`src/lfc_pkg.sv`:
```
// Shared types and constants for the font list cache.
// Used by the top level and the testbench; depends on nothing.
package lfc_pkg;

    localparam int DEFAULT_ENTRIES = 30;

    localparam int WIN_W      = 16;
    localparam int KEY_W      = 28;
    localparam int BASE_W     = 14;
    localparam int REMOVED_W  = 5;
    localparam int BASE_SUM_W = 20;

    localparam int BASE_START = 1000;
    localparam int BASE_STEP  = 260;

    localparam int S_DATA_W = 32;
    localparam int M_DATA_W = 40;

    localparam logic MODE_LOOKUP  = 1'b0;
    localparam logic MODE_RELEASE = 1'b1;

    typedef enum logic [1:0] {
        ST_IDLE,
        ST_SCAN,
        ST_TAIL,
        ST_DONE
    } lfc_state_t;

endpackage

```
`src/lfc_ram.sv`:
```
// Generic simple dual-port RAM: one write port, one read port, registered read.
// Depends on nothing.
module lfc_ram #(
    parameter int WIDTH = 8,
    parameter int DEPTH = 16
) (
    input  logic                     aclk,
    input  logic                     we,
    input  logic [$clog2(DEPTH)-1:0] waddr,
    input  logic [WIDTH-1:0]         wdata,
    input  logic [$clog2(DEPTH)-1:0] raddr,
    output logic [WIDTH-1:0]         rdata
);

    logic [WIDTH-1:0] mem [DEPTH];

    always_ff @(posedge aclk) begin
        if (we) begin
            mem[waddr] <= wdata;
        end
        rdata <= mem[raddr];
    end

endmodule

```
`src/lfc_free_pick.sv`:
```
// Picks the smallest resource index k >= 1 whose bit (k-1) is clear in the used map.
// Depends on nothing but its parameters.
module lfc_free_pick #(
    parameter int ENTRIES = 30
) (
    input  logic [ENTRIES-1:0]           used,
    output logic [$clog2(ENTRIES+1)-1:0] free_k
);

    localparam int BW = $clog2(ENTRIES + 1);

    always_comb begin
        free_k = BW'(ENTRIES);
        for (int k = ENTRIES; k >= 1; k--) begin
            if (!used[k-1]) begin
                free_k = BW'(k);
            end
        end
    end

endmodule

```
`src/lru_font_list_cache.sv`:
```
// Top level of the move-to-front font list cache: sequencer, list memory, result register.
// Depends on lfc_pkg, lfc_ram and lfc_free_pick.
//
//  channel | ports          | contents
//  --------+----------------+----------------------------------------------------------
//  input   | s_tvalid/ready | s_tuser = mode; s_tdata = window, italic, bold, size, family
//  result  | m_tvalid/ready | m_tdata = list_base, hit, evicted, evicted_base, removed_count
//
// The list lives in one RAM ordered by recency; each item scans it one entry per cycle.
// A new item is taken only in the idle state, after the last one has placed its result in the
// output register; a hit stops the scan at its position, a miss and a release scan every entry,
// an item on an empty list skips the scan, and the single read and write port paces the scan.
// Reset clears only the state, the entry count and the result valid flag; no clearing pass over the memory is needed.
// A finished result waits in the output register while the next item is accepted.
module lru_font_list_cache #(
    parameter int ENTRIES = lfc_pkg::DEFAULT_ENTRIES
) (
    input  logic                          aclk,
    input  logic                          aresetn,
    input  logic                          s_tvalid,
    output logic                          s_tready,
    // [15:0] window_id, [16] italic, [17] bold, [25:18] font_size, [27:26] font_family
    input  logic [lfc_pkg::S_DATA_W-1:0]  s_tdata,
    // [0] mode
    input  logic                          s_tuser,
    output logic                          m_tvalid,
    input  logic                          m_tready,
    // [13:0] list_base, [14] hit, [15] evicted, [29:16] evicted_base, [34:30] removed_count
    output logic [lfc_pkg::M_DATA_W-1:0]  m_tdata
);

    localparam int AW    = $clog2(ENTRIES);
    localparam int CW    = $clog2(ENTRIES + 1);
    localparam int BW    = $clog2(ENTRIES + 1);
    localparam int KEY_W = lfc_pkg::KEY_W;
    localparam int WIN_W = lfc_pkg::WIN_W;
    localparam int DW    = KEY_W + BW;
    localparam int SW    = lfc_pkg::BASE_SUM_W;

    lfc_pkg::lfc_state_t state_reg, state_next;

    logic [CW-1:0]    count_reg, count_next;
    logic [AW-1:0]    idx_reg, idx_next;
    logic [CW-1:0]    kept_reg, kept_next;
    logic [CW-1:0]    removed_reg, removed_next;
    logic [DW-1:0]    held_reg, held_next;
    logic [ENTRIES-1:0] used_reg, used_next;
    logic             mode_reg, mode_next;
    logic [KEY_W-1:0] key_reg, key_next;
    logic [BW-1:0]    base_reg, base_next;
    logic             hit_reg, hit_next;
    logic             evict_reg, evict_next;
    logic             m_valid_reg, m_valid_next;
    logic [lfc_pkg::M_DATA_W-1:0] m_data_reg, m_data_next;

    logic          ram_we;
    logic [AW-1:0] ram_waddr;
    logic [DW-1:0] ram_wdata;
    logic [AW-1:0] ram_raddr;
    logic [DW-1:0] ram_rdata;

    logic [KEY_W-1:0] rd_key;
    logic [BW-1:0]    rd_base;
    logic             last_entry;
    logic [BW-1:0]    free_k;
    logic [SW-1:0]    base_sum;
    logic [lfc_pkg::BASE_W-1:0] list_base;
    logic [lfc_pkg::BASE_W-1:0] evict_base;

    lfc_ram #(
        .WIDTH (DW),
        .DEPTH (ENTRIES)
    ) u_list_ram (
        .aclk  (aclk),
        .we    (ram_we),
        .waddr (ram_waddr),
        .wdata (ram_wdata),
        .raddr (ram_raddr),
        .rdata (ram_rdata)
    );

    lfc_free_pick #(
        .ENTRIES (ENTRIES)
    ) u_free_pick (
        .used   (used_reg),
        .free_k (free_k)
    );

    assign rd_key     = ram_rdata[DW-1:BW];
    assign rd_base    = ram_rdata[BW-1:0];
    assign last_entry = ((CW'(idx_reg) + CW'(1)) == count_reg);

    assign base_sum   = SW'(lfc_pkg::BASE_START) + SW'(lfc_pkg::BASE_STEP) * SW'(base_reg);
    assign list_base  = (mode_reg == lfc_pkg::MODE_RELEASE) ? '0
                                                            : base_sum[lfc_pkg::BASE_W-1:0];
    assign evict_base = evict_reg ? list_base : '0;

    assign s_tready = (state_reg == lfc_pkg::ST_IDLE);
    assign m_tvalid = m_valid_reg;
    assign m_tdata  = m_data_reg;

    always_ff @(posedge aclk) begin
        if (!aresetn) begin
            state_reg   <= lfc_pkg::ST_IDLE;
            count_reg   <= '0;
            m_valid_reg <= 1'b0;
        end else begin
            state_reg   <= state_next;
            count_reg   <= count_next;
            m_valid_reg <= m_valid_next;
        end
        idx_reg     <= idx_next;
        kept_reg    <= kept_next;
        removed_reg <= removed_next;
        held_reg    <= held_next;
        used_reg    <= used_next;
        mode_reg    <= mode_next;
        key_reg     <= key_next;
        base_reg    <= base_next;
        hit_reg     <= hit_next;
        evict_reg   <= evict_next;
        m_data_reg  <= m_data_next;
    end

    always_comb begin
        state_next   = state_reg;
        count_next   = count_reg;
        idx_next     = idx_reg;
        kept_next    = kept_reg;
        removed_next = removed_reg;
        held_next    = held_reg;
        used_next    = used_reg;
        mode_next    = mode_reg;
        key_next     = key_reg;
        base_next    = base_reg;
        hit_next     = hit_reg;
        evict_next   = evict_reg;
        m_data_next  = m_data_reg;
        m_valid_next = m_valid_reg && !m_tready;
        ram_we       = 1'b0;
        ram_waddr    = '0;
        ram_wdata    = held_reg;
        ram_raddr    = '0;

        case (state_reg)
            lfc_pkg::ST_IDLE: begin
                if (s_tvalid) begin
                    mode_next    = s_tuser;
                    key_next     = {s_tdata[15:0], s_tdata[16], s_tdata[17],
                                    s_tdata[25:18], s_tdata[27:26]};
                    idx_next     = '0;
                    kept_next    = '0;
                    removed_next = '0;
                    used_next    = '0;
                    hit_next     = 1'b0;
                    evict_next   = 1'b0;
                    base_next    = BW'(1);
                    // Entry 0 is being read this cycle for the scan.
                    state_next   = (count_reg == '0) ? lfc_pkg::ST_DONE : lfc_pkg::ST_SCAN;
                end
            end

            lfc_pkg::ST_SCAN: begin
                ram_raddr = AW'(CW'(idx_reg) + CW'(1));
                if (mode_reg == lfc_pkg::MODE_RELEASE) begin
                    if (rd_key[KEY_W-1 -: WIN_W] == key_reg[KEY_W-1 -: WIN_W]) begin
                        removed_next = removed_reg + CW'(1);
                    end else begin
                        // Compact the survivors toward the front, keeping their order.
                        ram_we    = 1'b1;
                        ram_waddr = AW'(kept_reg);
                        ram_wdata = ram_rdata;
                        kept_next = kept_reg + CW'(1);
                    end
                    if (last_entry) begin
                        count_next = kept_next;
                        state_next = lfc_pkg::ST_DONE;
                    end else begin
                        idx_next = idx_reg + AW'(1);
                    end
                end else begin
                    // Each scanned slot takes the entry in front of it, which opens slot 0.
                    if (idx_reg != '0) begin
                        ram_we    = 1'b1;
                        ram_waddr = idx_reg;
                        ram_wdata = held_reg;
                    end
                    if (rd_key == key_reg) begin
                        hit_next   = 1'b1;
                        base_next  = rd_base;
                        state_next = lfc_pkg::ST_DONE;
                    end else begin
                        held_next = ram_rdata;
                        used_next[AW'(rd_base - BW'(1))] = 1'b1;
                        if (last_entry) begin
                            if (count_reg == CW'(ENTRIES)) begin
                                // The last entry drops out and its base is reused.
                                evict_next = 1'b1;
                                base_next  = rd_base;
                                state_next = lfc_pkg::ST_DONE;
                            end else begin
                                state_next = lfc_pkg::ST_TAIL;
                            end
                        end else begin
                            idx_next = idx_reg + AW'(1);
                        end
                    end
                end
            end

            lfc_pkg::ST_TAIL: begin
                ram_we     = 1'b1;
                ram_waddr  = AW'(count_reg);
                ram_wdata  = held_reg;
                base_next  = free_k;
                state_next = lfc_pkg::ST_DONE;
            end

            lfc_pkg::ST_DONE: begin
                if (!m_valid_reg || m_tready) begin
                    m_valid_next = 1'b1;
                    m_data_next  = {{(lfc_pkg::M_DATA_W - 35){1'b0}},
                                    lfc_pkg::REMOVED_W'(removed_reg),
                                    evict_base, evict_reg, hit_reg, list_base};
                    if (mode_reg == lfc_pkg::MODE_LOOKUP) begin
                        ram_we    = 1'b1;
                        ram_waddr = '0;
                        ram_wdata = {key_reg, base_reg};
                        if (!hit_reg && !evict_reg) begin
                            count_next = count_reg + CW'(1);
                        end
                    end
                    state_next = lfc_pkg::ST_IDLE;
                end
            end

            default: begin
                state_next = lfc_pkg::ST_IDLE;
            end
        endcase
    end

endmodule

```
`config.mk`:
```
export PLATFORM = sky130hd
export DESIGN_NAME = lru_font_list_cache
export DESIGN_NICKNAME = d
export VERILOG_FILES = /design/src/lfc_pkg.sv /design/src/lfc_ram.sv /design/src/lfc_free_pick.sv /design/src/lru_font_list_cache.sv
export SDC_FILE = /design/constraint.sdc
export NUM_CORES = 1
export LEC_CHECK = 0
export BUFFER_PORTS_ARGS = -buffer_cell sky130_fd_sc_hd__buf_2
export CAP_MARGIN = 20
export CORE_UTILIZATION = 60
export DETAILED_ROUTE_END_ITERATION = 10
export PLACE_DENSITY_LB_ADDON = 0.25
export SYNTH_ARGS = -nofsm -noshare
export SYNTH_HDL_FRONTEND = slang
export SYNTH_SLANG_ARGS = --single-unit
```
`constraint.sdc`:
```
create_clock -name aclk -period 10.45 [get_ports aclk]
set_input_delay 2.09 -clock aclk [delete_from_list [all_inputs] [get_ports aclk]]
set_output_delay 2.09 -clock aclk [all_outputs]
set_load 0.05 [all_outputs]
```
==> flow_metrics.tcl, run 1 <==
set metrics [dict create \
    status "finished, final reports clean" \
    synth.cell_area_um2 47200 \
    hold_start "removed_reg[4]" \
    num-nets-final 2775 \
    postCtsHoldBufs 0 \
    dieArea_um2 79700 \
    hold_path_end "m_tdata[34]" \
    cap_violations 0 \
    yosysMostFrequentCell "edfxtp_1" \
    synthTopCellsByArea "edfxtp_1, mux4_2, dfxtp_1" \
    async_flop_share_pct 0 \
    viasPerCell 6.60 \
    routed_wl_um 113000 \
    track_usage_pct 28.7 \
    ios 79 \
    die-width_um 282 \
    leakage_nw 17.4 \
    antenna_found_initial 1 \
    clk_pin_slew_worst_paths_ns 0.06 \
    start_kind "register" \
    cp_max_fo 20 \
    crit_required_ns 10.76 \
    cts_sinks 1175 \
    hpwl_um 57800 \
    p_total_w 0.0143 \
    dieHeight_um 282 \
    start_util_pct 60.8 \
    fin_crit_ns 5.29 \
    rows 102 \
    reg2reg_slack_ns 5.16 \
    route.vias.total 25500 \
    core_um2 77600 \
    synth_common_cells "edfxtp_1, mux4_2, nand2_1" \
    slew_violations 0 \
    synth_flop_cell "edfxtp_1" \
    yosys_register_bits 1175 \
    ys_warn_count 0 \
    grt_pass1_vias 25300 \
    worst_path_most_repeated_cell "nand4_1" \
    slowest_stage "nor2_4" \
    skew_ns 0.0292 \
    wl_per_cell_um 29.2 \
    tns_ns 0 \
    cts.htree.levels 3 \
    synth_enable_flop_cells 1134 \
    worst_ir_drop_vdd_v 0.000182 \
    clock_tree.root_cell "clkbuf_16" \
    yosysUniqueCellTypes 64 \
    synth_top_area_share_pct 72.2 \
    postPlaceCellArea_um2 48900 \
    arrival_ns 5.60 \
    num-fill-cells 4987 \
    fin_crit_sh_pct 50.6 \
    worstPathCellList "xor2_1 -> nor4_1 -> nand4_1 -> ha_1 -> a222oi_1 -> nor3b_1 -> nand4_1 -> nor2_4 -> buf_4" \
    regArea_um2 34900 \
    drtIter0Drc 3461 \
    combPwrFrac_pct 26.6 \
    grt_setup_unrepaired "no" \
    worst_pin_slew_ns 1.18 \
    syn_area_per_cell_um2 17.9 \
    hold_viol 0 \
    switchingPower_w 0.00453 \
    overflow 0 \
    cts_setup_buffers 0 \
    firstDrtPassIters 7 \
    cts_resized 0 \
    share_seq_of_total_power_pct 46.1 \
    synth.largest_area_cell "edfxtp_1" \
    maxSlewHeadroom_pct 20.7 \
    port_buffers 65 \
    layout-drive-gt1-share_pct 21.5 \
    slowest_delay_ns 0.67 \
    crit-reg2reg-capture "u_list_ram.mem[6][26]" \
    largest_reg_flops 990 \
    ant_nets 0 \
    power_density_nw_per_um2 273 \
    design_area_um2 52500 \
    reg2reg_from "key_reg[26]" \
    worst_hold_path_type "reg2reg" \
    worstSetupPathType "reg2reg" \
    multiInputGateArea_um2 11700 \
    cts-buffers-inserted 113 \
    n_antenna_cell 0 \
    timing.fmax_ghz 0.189 \
    p_sw_share_pct 31.6 \
    grt_pass1_wl_um 164000 \
    cellInternalPower_w 0.00979 \
    cts_buffer_depth 3 \
    holdPathStages 0 \
    cts_tree "yes" \
    setup_viol 0 \
    synthesis.instances 2641 \
    clk-insertion-delay-late_ns 0.69 \
    clkPwrFrac_pct 27.3 \
    drcViolationCount 0 \
    gp_congestion 0.787 \
    yosysSeqAreaShare_pct 73.9 \
    ff2ff_path_depth 9 \
    area_growth_pct 11.2 \
    worstSetupEndpointType "register" \
    grt_start_max_net_pins 118 \
]
## critical path, delay by kind of cell, from the launching register on
kind | cells | cell delay [ns]
DFF | 1 | 0.41
xor gates and xnor gates | 1 | 0.24
AOI/OAI and AO/OA | 1 | 0.61
and+or+nand+nor | 5 | 2.61
buffers and inverters | 1 | 0.53
adders and majority gates | 1 | 0.45
## power groups by stage
stage,logic (W),clock network [W],registers [W]
after floorplan,0.00265,0,0.00659
after global placement,0.00360,0,0.00665
after detailed placement,0.00376,0,0.00668
after CTS,0.00378,0.00394,0.00659
after global routing,0.00409,0.00412,0.00663
final,0.00381,0.00391,0.00660
## cell families (layout without fill, tap and decap cells)
logic type | after synthesis | count (layout) | synth area share (%)
simple gates | 482 | 482 | 5.09
fa+ha+maj | 14 | 14 | 0.371
flops | 1175 | 1175 | 73.9
compound gates | 373 | 373 | 5.24
buf+inv | 212 | 384 | 1.89
xor+xnor | 53 | 53 | 1.01
mux | 331 | 331 | 12.5
other cells | 1 | 9 | 0.00795
## layer usage
| layer | track usage (%) | vias to the layer above | routed length (µm) |
|---|---|---|---|
| met5 | 0 | - | 0 |
| met4 | 11.7 | 0 | 4440 |
| met3 | 4.15 | 270 | 9810 |
| met2 | 46.1 | 1408 | 55000 |
| met1 | 40.0 | 13100 | 43400 |
| li1 | - | 10700 | - |
## layout by cell type (no fill, tap or decap), types with 14 or more instances in the layout
master / n
mux2_2: 66
edfxtp_1: 1134
mux2i_1: 67
nor2b_1: 55
o21a_1: 27
o21ai_0: 40
dfxtp_1: 41
mux4_2: 198
clkinv_2: 27
xor2_1: 38
xnor2_1: 14
buf_2: 66
clkinv_1: 23
a211oi_1: 35
clkbuf_16: 114
buf_4: 54
nor2_4: 20
o221ai_1: 34
inv_1: 47
nand3_1: 18
nor2_1: 52
clkbuf_1: 24
a21oi_1: 119
and2_1: 21
nand2_1: 168
nand2b_1: 71
a31oi_1: 36
a222oi_1: 33
## final cells by class
class | instances | area share, %
clock buffer | 147 | 5.84
clock inverter | 65 | 0.949
inverter | 48 | 0.343
multi-input combinational | 1262 | 22.4
sequential | 1175 | 66.5
tap | 1040 | 2.48
timing repair buffer | 124 | 1.54
## stage by stage
step	instances	hold slack, ns	setup WS (ns)	util, %
finish	3861	0.478	5.16	67.6
global route	3861	0.494	4.97	67.6
CTS	3859	0.480	5.19	67.6
detailed placement	3647	0.466	5.14	63.0
global placement	3646	0.455	4.82	63.0
floorplan	2649	0.427	3.22	-
## how the worst max path moves through the flow
| stage | from | endpoint | depth (start not counted) |
|---|---|---|---|
| after global routing | idx_reg[0] | u_list_ram.mem[2][27] | 10 |
| after CTS | idx_reg[0] | u_list_ram.mem[6][26] | 10 |
| after floorplan | m_tready | u_list_ram.mem[11][0] | 6 |
| after detailed placement | m_tready | u_list_ram.mem[5][11] | 8 |
| after global placement | key_reg[17] | u_list_ram.mem[4][11] | 9 |
| final | key_reg[26] | u_list_ram.mem[6][26] | 9 |
Power figures use the tool's default switching activity.
==> run 2, diff against run 1 <==
Clock period 10.45 ns to 4.92 ns, I/O delays scaled along.
==> run 2 against run 1 <==
Against the previous run:
- clock skew increased by 0.026 ns
- final cell count increased by 2.2%
- count of clock-buffer cells in the layout is 4 higher
- clock power is 140% higher
- hold slack lost 0.019 ns
- cell area rose by 3.1%
- core utilization increased by 2.1 points
- sequential power rose by 110%
- highest routed layer unchanged
==> flow_metrics.tcl, run 2 (synthesis results as in run 1) <==
set metrics [dict create \
    final_cells 3947 \
    clock_tree.root_cell "clkbuf_16" \
    die-width_um 282 \
    switchingPower_w 0.00991 \
    rows 102 \
    worstPathCellList "xor2_1 -> buf_4 -> nor4_1 -> buf_4 -> nand4_1 -> buf_4 -> nand2_2 -> buf_4 -> mux2_2 -> a222oi_1 -> inv_1" \
    gp_congestion 0.851 \
    worst_slack_ns 0.545 \
    num-fill-cells 4800 \
    clkPwrFrac_pct 28.9 \
    n_antenna_cell 0 \
    layout-drive-gt1-share_pct 24.3 \
    cellInternalPower_w 0.0219 \
    viasPerCell 6.65 \
    drtIter0Drc 3557 \
    hold_viol 0 \
    ant_nets 0 \
    ios 79 \
    worst_pin_slew_ns 1.11 \
    grt_start_max_net_pins 96 \
    wl_per_cell_um 29.6 \
    skew_ns 0.0548 \
    pre_cts_ws_ns 0.712 \
    p_total_w 0.0318 \
    clk_pin_slew_worst_paths_ns 0.06 \
    drcViolationCount 0 \
    antenna_found_initial 1 \
    core_um2 77600 \
    cts_setup_buffers 0 \
    cts_sinks 1175 \
    setup_viol 0 \
    crit_required_ns 5.19 \
    p_sw_share_pct 31.1 \
    worst_path_most_repeated_cell "buf_4" \
    start_util_pct 60.8 \
    slew_violations 0 \
    overflow 0 \
    start_kind "register" \
    share_seq_of_total_power_pct 43.7 \
    cp_max_fo 30 \
    layout_commonest_cell "edfxtp_1" \
    arrival_ns 4.65 \
    cts_resized 0 \
    grt_pass1_wl_um 171000 \
    cts.htree.levels 3 \
    dieArea_um2 79700 \
    num-nets-final 2859 \
    cap_violations 0 \
    slowest_delay_ns 0.73 \
    leakage_nw 18.2 \
    post-place-cells 3732 \
    largest_reg_flops 990 \
    area_growth_pct 14.7 \
    route.vias.total 26300 \
    worst_ir_drop_vdd_v 0.000411 \
    grt_setup_unrepaired "no" \
    status "finished, final reports clean" \
    power_density_nw_per_um2 589 \
    routed_wl_um 117000 \
    cts_buffer_depth 3 \
    maxSlewHeadroom_pct 26.3 \
    firstDrtPassIters 6 \
    fin_crit_ns 4.37 \
    port_buffers 65 \
    hpwl_um 63800 \
    combPwrFrac_pct 27.3 \
    fin_crit_sh_pct 88.9 \
    cts-buffers-inserted 113 \
    cts_tree "yes" \
    postCtsHoldBufs 0 \
    grt_pass1_vias 26400 \
    mostFrequentLayoutCells "edfxtp_1, mux4_2, nand2_1" \
    track_usage_pct 29.8 \
    timing.fmax_ghz 0.229 \
    worstSetupEndpointType "register" \
    dieHeight_um 282 \
    slowest_stage "nor4_1" \
    clk-insertion-delay-late_ns 0.71 \
    worstSetupPathType "reg2reg" \
    worst_hold_path_type "in2reg" \
    utilization_pct 69.7 \
]
-- run 2: cell count changes in the layout (fill, tap and decap cells not counted), sizes merged --
cell / previous run / this run
bufinv: 5 / 19
buf: 124 / 208
clkinv: 52 / 36
clkbuf: 147 / 151
-- run 2: power by group through the flow --
stage          combinational [W]  clock, W  sequential (W)
2_1_floorplan            0.00563         0          0.0140
3_3_place_gp             0.00823         0          0.0140
3_5_place_dp             0.00854         0          0.0141
4_1_cts                  0.00862   0.00925          0.0139
5_1_grt                  0.00926   0.00964          0.0140
6_report                 0.00870   0.00921          0.0139
-- run 2: cell type report --
type	instances	area, µm²	area share, %
Inverter	48	180	0.333
Multi-Input combinational cell	1262	11800	21.8
Timing Repair Buffer	208	1930	3.58
Clock inverter	63	876	1.62
Sequential cell	1175	34900	64.5
Tap cell	1040	1300	2.41
Clock buffer	151	3130	5.79
-- run 2: critical path: cells and delay by family (launching register included) --
kind	cells	cell delay [ns]
compound gates	1	0.40
xor+xnor	1	0.18
buf+inv	5	1.53
flops	1	0.41
mux	1	0.38
simple gates	3	1.05
-- run 2: worst paths after layout --
check | cells after the start | slack [ns] | from | end
hold / removal | 1 | 0.46 | s_tdata[21] | key_reg[5]
hold reg to reg | 0 | 0.49 | u_list_ram.rdata[13] | held_reg[13]
setup / recovery | 11 | 0.55 | key_reg[12] | u_list_ram.mem[2][22]
setup reg to reg | 11 | 0.55 | key_reg[12] | u_list_ram.mem[2][22]
-- run 2: metal layers --
metal | wire length, µm | GRT usage, % | vias to the layer above
met3 | 11300 | 5.55 | 283
li1 | - | - | 10800
met5 | 0 | 0 | -
met4 | 4650 | 12.0 | 0
met1 | 44400 | 41.2 | 13500
met2 | 56400 | 47.5 | 1584
-- run 2: through the flow --
| stage | hold slack [ns] | setup TNS [ns] | instance area (µm²) |
|---|---|---|---|
| after CTS | 0.435 | 0 | 54100 |
| after detailed placement | 0.467 | 0 | 50100 |
| final | 0.459 | 0 | 54100 |
| after global placement | 0.454 | 0 | 50100 |
| after global routing | 0.439 | 0 | 54100 |
| after floorplan | 0.427 | -125.66 | 47200 |
